--- src/rtl/core/rwc_pkg.sv ---
package rwc_pkg;

    // Frame and kernel limits
    localparam int MAX_WIDTH      = 1024;
    localparam int MAX_HEIGHT     = 1024;
    localparam int MAX_RADIUS     = 2;
    localparam int COEF_FRAC_BITS = 11;

    localparam int KSIZE  = 2 * MAX_RADIUS + 1;
    localparam int LINES  = KSIZE - 1;
    localparam int DIM_W  = 11;
    localparam int COL_W  = $clog2(MAX_WIDTH);
    localparam int ROW_W  = $clog2(MAX_HEIGHT);
    localparam int CNT_W  = 2 * DIM_W;
    localparam int CH_W   = 8;
    localparam int PIX_W  = 3 * CH_W;
    localparam int COEF_W = 12;
    localparam int PROD_W = CH_W + COEF_W;
    localparam int RSUM_W = PROD_W + $clog2(KSIZE);
    localparam int SUM_W  = RSUM_W + $clog2(KSIZE);
    localparam int ROW_BITS = KSIZE * COEF_W;
    localparam int QDEPTH = 4;
    localparam int QCNT_W = $clog2(QDEPTH + 1);

    localparam logic [CH_W-1:0] CH_MAX = 8'd255;

    // Register indexes
    localparam logic [2:0] REG_RADIUS     = 3'd0;
    localparam logic [2:0] REG_WIDTH      = 3'd1;
    localparam logic [2:0] REG_HEIGHT     = 3'd2;
    localparam logic [2:0] REG_COEF_ROW_0 = 3'd3;

    typedef logic [PIX_W-1:0] pixel_t;
    typedef logic [ROW_BITS-1:0] coef_row_t;
    typedef coef_row_t [KSIZE-1:0] kernel_t;

    typedef struct packed {
        logic [1:0]       radius;
        logic [DIM_W-1:0] width;
        logic [DIM_W-1:0] height;
    } geom_t;

    typedef struct packed {
        pixel_t [KSIZE-1:0] column;
        logic [KSIZE-1:0]   row_ok;
        logic [KSIZE-1:0]   col_ok;
        logic               emit;
        logic               last;
    } qentry_t;

    typedef struct packed {
        logic               push;
        logic               pop;
        logic [QCNT_W-1:0]  count;
    } qstat_t;

    function automatic logic [COEF_W-1:0] coef_at(kernel_t kernel, int ri, int ci);
        logic [COEF_W-1:0] c;
        c = '0;
        if (ri >= 0 && ri < KSIZE && ci >= 0 && ci < KSIZE)
        begin
            c = kernel[ri][ci*COEF_W +: COEF_W];
        end
        return c;
    endfunction

endpackage

--- src/rtl/core/rwc_queue.sv ---
module rwc_queue
    import rwc_pkg::*;
(
    input  logic              clk,
    input  logic              rst_n,
    input  logic              push,
    input  qentry_t           push_entry,
    input  logic              pop,
    output qentry_t           pop_entry,
    output logic [QCNT_W-1:0] count
);

    localparam int PTR_W = $clog2(QDEPTH);

    qentry_t           slot_reg [QDEPTH];
    logic [PTR_W-1:0]  wr_ptr_reg, rd_ptr_reg;
    logic [QCNT_W-1:0] count_reg;

    // Store pushed requests
    always_ff @(posedge clk)
    begin
        if (push)
        begin
            slot_reg[wr_ptr_reg] <= push_entry;
        end
    end

    // Advance pointers and fill level
    always_ff @(posedge clk or negedge rst_n)
    begin
        if (!rst_n)
        begin
            wr_ptr_reg <= '0;
            rd_ptr_reg <= '0;
            count_reg  <= '0;
        end
        else
        begin
            if (push)
            begin
                wr_ptr_reg <= wr_ptr_reg + PTR_W'(1);
            end
            if (pop)
            begin
                rd_ptr_reg <= rd_ptr_reg + PTR_W'(1);
            end
            if (push && !pop)
            begin
                count_reg <= count_reg + QCNT_W'(1);
            end
            else if (pop && !push)
            begin
                count_reg <= count_reg - QCNT_W'(1);
            end
        end
    end

    assign pop_entry = slot_reg[rd_ptr_reg];
    assign count     = count_reg;

endmodule

--- config.mk ---
export PLATFORM = sky130hd
export DESIGN_NAME = rwc_queue
export DESIGN_NICKNAME = d
export VERILOG_FILES = /design/src/rtl/core/rwc_pkg.sv /design/src/rtl/core/rwc_queue.sv
export SDC_FILE = /design/constraint.sdc
export NUM_CORES = 1
export LEC_CHECK = 0
export ABC_AREA = 0
export BUFFER_PORTS_ARGS = -buffer_cell sky130_fd_sc_hd__buf_4
export CAP_MARGIN = 30
export CORE_UTILIZATION = 57
export DETAILED_ROUTE_END_ITERATION = 10
export HOLD_SLACK_MARGIN = 0.02
export PLACE_DENSITY = 0.77
export SLEW_MARGIN = 10
export SYNTH_ARGS = -nofsm -noshare
export SYNTH_HDL_FRONTEND = slang
export SYNTH_SLANG_ARGS = --single-unit
--- constraint.sdc ---
create_clock -name clk -period 4.64 [get_ports clk]
set_input_delay 0.696 -clock clk [delete_from_list [all_inputs] [get_ports clk]]
set_output_delay 0.696 -clock clk [all_outputs]
set_load 0.1 [all_outputs]
==> flow_summary.yaml, run 1 <==
placement:
  io_buffers: 270
  dp_hpwl_um: 21690
  preCtsSetupSlack_ns: 1.784
  gp_congestion: 0.6854
  dp.cells: 1423
cts:
  cts_made_buffers: 51
  clock_sinks: 535
  cts_tree: "done"
  clkSlewWorstSetupHoldPaths_ns: 0.06
  clk-insertion-delay-late_ns: 0.57
  post_cts_buffers: 0
  cts_max_level: 2
  cts.path.max_buffers: 3
  clockRootBuffer: "clkbuf_16"
floorplanning:
  die_h_um: 186.5
  die_w_um: 186.5
  fp-row-count: 67
  start_util_pct: 57.86
  core_um2: 33530
  io_pins: 271
  die_area_um2: 34780
routing:
  firstDrtPassIters: 7
  wire_per_inst_um: 23.97
  via_per_inst: 5.710
  routed_wl_um: 36280
  ant_nets: 0
  dr.first_iter.drc_count: 467
  via_count: 8645
  route.detailed.drc: 0
worst_setup_path:
  reg2reg_to: "slot_reg[3][68]"
  path_cells: "buf_12, mux4_2, buf_4"
  worstSetupPathType: "reg2out"
  cp-startpoint: "rd_ptr_reg[0]"
  rrSetupSlack_ns: 2.42
  worstPathArrival_ns: 2.72
  worst-path-max-fanout: 59
  endpoint_kind: "output port"
  r2r_cells: 3
  crit_required_ns: 3.94
  cp_slowest_stage_delay_ns: 0.74
  rr_startpoint: "wr_ptr_reg[0]"
  cp_slowest_cell: "dfrtp_4"
  startpoint_type: "flip-flop"
min_path:
  min_from: "push_entry[126]"
  whs_endpoint: "slot_reg[2][126]"
  hold_path.class: "in2reg"
  hold-path-cell-count: 1
synth:
  syn_nets: 864
  netlist_instances: 722
  ys_seq_area_share_pct: 82.62
  synth_seq_cells: 535
  ys_warn_count: 0
  syn_avg_cell_area_um2: 26.87
  syn-cell-area_um2: 19400
  synth.distinct_cells: 17
sta:
  slew_headroom_pct: 45.26
  min_period_ns: 3.412
  worst_pin_slew_ns: 0.8211
  finClkSkew_ns: 0.01869
  rsz0062_at_grt: "no"
  finalHoldViolCount: 0
  worst_hold_slack_ns: 0.3166
  post-route-period-util_pct: 73.54
  worst_slack_ns: 1.228
  fmax_mhz: 293.1
  slew_viol_final: 0
  tns_ns: 0
  final-setup-viol-count: 0
global_route:
  grt_overflow: 0
  grt_max_degree: 99
  grtUsageTotal_pct: 21.43
  antenna_found_initial: 2
  grt_pass1_vias: 9206
  grt_first_pass_wirelength_um: 55280
layout:
  fin_cells: 1514
  fill_cells: 2008
  regArea_um2: 16040
  fin_nets: 1171
  drive_gt1_share_pct: 46.10
  area_growth_pct: 21.43
  largest_reg_flops: 528
  multi_input_area_um2: 3171
run:
  maxCapViolCount: 0
run_status:
  status: "completed"
[Yosys cell counts]
master | number | area (um2)
edfxtp_1 | 528 | 15860
mux4_2 | 132 | 2973
buf_2 | 16 | 80.08
buf_6 | 8 | 90.09
dfrtp_1 | 7 | 175.2
clkbuf_1 | 5 | 18.77
ha_1 | 5 | 62.56
and2_1 | 4 | 25.02
inv_1 | 4 | 15.01
xor2_1 | 4 | 35.03
nand2_1 | 2 | 7.510
xnor2_1 | 2 | 17.52
buf_4 | 1 | 7.510
fa_1 | 1 | 20.02
mux2_2 | 1 | 11.26
nor2_1 | 1 | 3.750
o21ai_0 | 1 | 5.000
[worst max-delay path, delay by kind of cell, from the launching register on]
kind / cells / cell delay [ns]
flops: 1 / 0.74
buf+inv: 2 / 0.68
mux: 1 / 0.60
[how the worst max path moves through the flow]
stage / slack [ns] / depth (start not counted) / endpoint
6_report: 1.23 / 3 / pop_entry[82]
5_1_grt: 1.06 / 3 / pop_entry[90]
4_1_cts: 1.15 / 3 / pop_entry[82]
3_5_place_dp: 1.78 / 3 / pop_entry[82]
3_3_place_gp: 1.79 / 3 / pop_entry[81]
2_1_floorplan: 0.42 / 1 / slot_reg[0][0]
[stage by stage]
step | utilization, % | area [um2]
CTS | 70.25 | 23560
floorplan | - | 19400
global placement | 65.56 | 21980
finish | 70.26 | 23560
global route | 70.26 | 23560
detailed placement | 65.56 | 21980
[per-layer routing]
layer / routed length, um / global-route usage [%] / vias up
met4: 832 / 6.652 / 2
met1: 14240 / 28.75 / 4525
met2: 17780 / 33.60 / 323
met3: 3414 / 7.429 / 50
met5: 17 / 0 / -
li1: - / - / 3745
[repair_timing]
item,in CTS,in global routing
resized for setup,0,0
hold buffers,1,0
endpoints found under the hold margin,7,0
[layout by cell type (no fill, tap or decap), drive strengths merged]
cell type,count
diode,1
nor2,1
ha,5
edfxtp,528
clkinv,17
clkbuf,66
mux4,132
xnor2,2
fa,1
xor2,4
clkinvlp,2
bufinv,3
mux2,1
and2,4
dlygate4sd3,1
nand2,2
buf,283
inv,5
o21ai,1
dfrtp,7
[final cells by class]
cell class / instances / share of cell area [%]
Antenna cell: 1 / 0.01062
Clock buffer: 66 / 5.826
Clock inverter: 23 / 0.8125
Inverter: 4 / 0.06373
Multi-Input combinational cell: 153 / 13.46
Sequential cell: 535 / 68.07
Tap cell: 448 / 2.379
Timing Repair Buffer: 284 / 9.379
[logic make-up after synthesis]
kind of cell / synth area share [%]
buffers and inverters: 1.090
AND/OR/NAND/NOR: 0.1870
XOR/XNOR: 0.2708
AO/OA/AOI/OAI: 0.02577
multiplexers: 15.38
adder cells (fa/ha/maj): 0.4256
flip-flops: 82.62
Power of run 1 is left out: the tool's default activity adds up to more than one toggle a clock period on the data nets, which glitch-free logic cannot reach.
==> run 2: changes to the inputs <==
CORE_UTILIZATION = 51   (was 57)
PLACE_DENSITY = 0.73   (was 0.77)
clock period = 2.9 ns   (was 4.64 ns; I/O delays follow)
==> run 2 against run 1 <==
Compared with the run above:
- critical endpoint is now pop_entry[27]
- worst setup slack worse by 1.0 ns
- sequential cell count is the same
- register-to-register slack got worse by 1.4 ns
- clock skew is 0.0054 ns lower
- worst hold slack got worse by 0.27 ns
- sequential share of layout area fell by 1.6 points
- final cell count up 6.2%
- die area grew 12%
- wire length down 1.3%
==> flow_summary.yaml, run 2 (synthesis results as in run 1) <==
layout:
  num_antenna_cells: 0
  fin_nets: 1200
  mostFrequentLayoutCells: "528 x edfxtp_1, 280 x buf_4, 132 x mux4_2"
  multi_input_area_um2: 3171
  fill_cells: 2444
  drive_gt1_share_pct: 46.40
  largest_reg_flops: 528
  area_growth_pct: 24.32
  regArea_um2: 16040
  utilization_pct: 64.19
  layout_commonest_cell: "edfxtp_1"
cts:
  cts_made_buffers: 52
  cts_tree: "done"
  cts_max_level: 2
  clockRootBuffer: "clkbuf_16"
  clock_sinks: 535
  clkSlewWorstSetupHoldPaths_ns: 0.06
  cts.path.max_buffers: 3
  clk-insertion-delay-late_ns: 0.58
worst_setup_path:
  worstPathArrival_ns: 2.27
  worst-path-max-fanout: 35
  startpoint_type: "flip-flop"
  endpoint_kind: "output port"
  rr_startpoint: "wr_ptr_reg[0]"
  crit_required_ns: 2.47
  reg2reg_to: "slot_reg[0][87]"
  rrSetupSlack_ns: 1.00
  worstSetupPathType: "reg2out"
  r2r_cells: 4
routing:
  via_count: 8627
  via_per_inst: 5.365
  firstDrtPassIters: 4
  routed-wl-met3_um: 2732
  wire_per_inst_um: 22.28
  topRoutingLayerUsed: "met5"
  routed_wl_um: 35820
  ant_nets: 0
  dr_wl_met2_um: 17800
  met1_length_um: 14610
  route.detailed.drc: 0
  dr.first_iter.drc_count: 464
floorplanning:
  die_w_um: 197.1
  start_util_pct: 51.63
  core_um2: 37580
  fp-row-count: 71
  die_h_um: 197.1
  die_area_um2: 38830
  io_pins: 271
sta:
  worst_hold_slack_ns: 0.04938
  slew_viol_final: 0
  min_period_ns: 2.701
  fmax_mhz: 370.2
  final-setup-viol-count: 0
  finClkSkew_ns: 0.01324
  rsz0062_at_grt: "no"
  slew_headroom_pct: 58.42
  finalHoldViolCount: 0
  tns_ns: 0
  post-route-period-util_pct: 93.14
  worst_pin_slew_ns: 0.6237
placement:
  io_buffers: 270
  gp_congestion: 0.6940
  dp_hpwl_um: 21390
run_status:
  status: "completed"
global_route:
  antenna_found_initial: 1
  grt_overflow: 0
  grt_max_degree: 99
  grt_first_pass_wirelength_um: 53770
  grtUsageTotal_pct: 18.81
  grt_pass1_vias: 9071
min_path:
  min_from: "push_entry[120]"
  hold_path.class: "in2reg"
  hold-path-cell-count: 1
  whs_endpoint: "slot_reg[2][120]"
run:
  maxCapViolCount: 0
## run 2: changes by cell type in the layout (fill, tap and decap cells not counted), moves of 4 or more
cell / change
dlygate4sd3_1: +14
buf_12: +9
clkbuf_1: -6
clkinv_1: +6
clkbuf_8: -4
## run 2: how the worst max path moves through the flow
stage	start	end	slack (ns)	depth (start not counted)
after global routing	rd_ptr_reg[0]	pop_entry[27]	0.09	3
after detailed placement	rd_ptr_reg[0]	pop_entry[41]	0.50	3
after CTS	rd_ptr_reg[0]	pop_entry[41]	0.01	3
after global placement	rd_ptr_reg[0]	pop_entry[27]	0.49	3
after floorplan	wr_ptr_reg[0]	slot_reg[0][0]	0.22	3
final	rd_ptr_reg[0]	pop_entry[27]	0.20	3
## run 2: timing repair
action / CTS / global route
endpoints found under the setup margin: 95 / 9
endpoints found under the hold margin: 55 / 0
hold buffers: 15 / 0
setup buffers: 1 / 3
resized for setup: 0 / 1
## run 2: worst max-delay path, stage by stage (launching register included)
cell and delay (ns):
dfrtp_4 0.54, buf_16 0.29, mux4_2 0.57, buf_4 0.25
## run 2: cell type report
cell class / count / area share, %
inverters: 4 / 0.06225
well taps: 511 / 2.651
repair buffers: 312 / 10.76
multi-input cells: 153 / 13.14
flip-flops and latches: 535 / 66.49
clock buffers: 58 / 5.576
clock inverters: 35 / 1.318
## run 2: layer usage
layer  vias up  track usage [%]
li1       3798                -
met1      4509            25.47
met2       268            29.98
met3        50            5.344
met4         2            5.800
met5         -                0
## run 2: per-stage QoR
stage          cells  worst slack, ns  area [um2]
5_1_grt         1608          0.09493       24120
6_report        1608           0.1988       24120
4_1_cts         1605          0.01239       24080
2_1_floorplan    722           0.2154       19410
3_3_place_gp    1496           0.4936       22250
3_5_place_dp    1496           0.4993       22250
Power of run 2 is left out for the same reason.
==> run 3: changes to the inputs <==
CORE_UTILIZATION = 40   (was 51)
PLACE_DENSITY = unset   (was 0.73)
PLACE_DENSITY_LB_ADDON = 0.12   (was unset)
==> run 3 against run 2 <==
Compared with the run above:
- die area grew 27%
- final cell count grew 15%
- maximum frequency shrank 2.7%
- register-to-register slack gained 0.03 ns
- critical path type unchanged
- largest cell class unchanged
- highest routed layer is now met4
==> flow_summary.yaml, run 3 (synthesis results as in run 1) <==
cts:
  cts.path.max_buffers: 3
  cts_made_buffers: 55
  clkSlewWorstSetupHoldPaths_ns: 0.06
  clock_sinks: 535
  clk-insertion-delay-late_ns: 0.59
  cts_max_level: 2
  clockRootBuffer: "clkbuf_16"
  cts_tree: "done"
layout:
  area_growth_pct: 32.63
  fin_nets: 1334
  fin_cells: 1849
  drive_gt1_share_pct: 42.90
  mostFrequentLayoutCells: "528 x edfxtp_1, 290 x buf_4, 134 x dlygate4sd3_1"
  fill_cells: 3693
  layout_commonest_cell: "edfxtp_1"
  largest_reg_flops: 528
global_route:
  antenna_found_initial: 1
  grt_pass1_vias: 10243
  grtUsageTotal_pct: 16.48
  grt_first_pass_wirelength_um: 61130
  grt_max_degree: 60
  grt_overflow: 0
run:
  maxCapViolCount: 0
worst_setup_path:
  worstPathArrival_ns: 2.34
  crit_top_cell: "buf_12"
  startpoint_type: "flip-flop"
  timing.critical_path.buf_inv: 3
  cp_slowest_stage_delay_ns: 0.53
  path_cells: "buf_12, buf_12, mux4_2, buf_4"
  cp_slowest_cell: "mux4_2"
  crit_required_ns: 2.47
  worst-path-max-fanout: 18
  crit_family: "buffers and inverters"
  endpoint_kind: "output port"
  worstSetupPathType: "reg2out"
routing:
  via_per_inst: 4.978
  via_count: 9204
  ant_nets: 0
  route.detailed.drc: 0
  firstDrtPassIters: 4
  routed_wl_um: 40050
  wire_per_inst_um: 21.66
  dr.first_iter.drc_count: 566
sta:
  tns_ns: 0
  min_period_ns: 2.776
  final-setup-viol-count: 0
  slew_headroom_pct: 58.27
  slew_viol_final: 0
  post-route-period-util_pct: 95.72
  finalHoldViolCount: 0
  rsz0062_at_grt: "no"
  worst_slack_ns: 0.1242
  finClkSkew_ns: 0.006730
  worst_pin_slew_ns: 0.6260
  fmax_mhz: 360.3
floorplanning:
  fp-row-count: 80
  die_area_um2: 49390
  core_um2: 47750
  die_w_um: 222.2
  die_h_um: 222.2
  start_util_pct: 40.64
  io_pins: 271
placement:
  dp.cells: 1611
  gp_congestion: 0.6937
  dp_hpwl_um: 24020
  preCtsSetupSlack_ns: 0.6186
  io_buffers: 270
run_status:
  status: "completed"
min_path:
  hold_path.class: "in2reg"
run 3: worst register-to-register path: stages (launching register included):
cell     delay (ns)
dfrtp_1        0.40
inv_1          0.10
ha_1           0.14
and2_4         0.52
buf_4          0.39
run 3: stage by stage:
| step | hold WS [ns] | area [um2] | utilization, % |
|---|---|---|---|
| 5_1_grt | 0.09414 | 25730 | 53.90 |
| 2_1_floorplan | 0.1394 | 19410 | - |
| 3_5_place_dp | 0.2617 | 22500 | 47.13 |
| 4_1_cts | 0.06935 | 25690 | 53.81 |
| 6_report | 0.1170 | 25730 | 53.90 |
| 3_3_place_gp | 0.2615 | 22500 | 47.13 |
run 3: final cells by class:
class	count	area, um2	share of cell area [%]
Timing Repair Buffer	443	3890	15.12
Tap cell	615	769.5	2.990
Clock inverter	33	391.6	1.522
Sequential cell	535	16040	62.32
Inverter	4	15.01	0.05835
Antenna cell	1	2.502	0.009724
Clock buffer	65	1456	5.660
Multi-Input combinational cell	153	3171	12.32
run 3: worst paths after layout:
kind / from / to / slack, ns / depth (start not counted)
worst max-delay path: rd_ptr_reg[0] / pop_entry[78] / 0.12 / 4
worst min-delay path: push / wr_ptr_reg[0] / 0.12 / 2
worst max register to register: wr_ptr_reg[1] / slot_reg[1][103] / 1.03 / 4
worst min register to register: count[2] / count[2] / 0.48 / 1
max in group asynchronous: rst_n / rd_ptr_reg[0] / 2.55 / 2
min in group asynchronous: rst_n / count[1] / 0.20 / 2
run 3: layer usage:
metal	vias to the layer above	GRT usage [%]	routed length [um]	part of all wire [%]
met2	204	28.23	20550	51
met3	67	4.496	2213	5.5
met1	4869	20.49	16420	41
li1	4064	-	-	-
met5	-	0	0	0
met4	0	4.772	861	2.1
run 3: what timing repair did:
| item | in CTS | in global routing |
|---|---|---|
| setup endpoints to repair | 18 | 21 |
| hold endpoints to repair | 536 | 0 |
| hold buffers | 134 | 0 |
| setup buffers | 0 | 5 |
| gates cloned | 0 | 0 |
| resized for setup | 1 | 0 |
Power of run 3 is left out for the same reason.
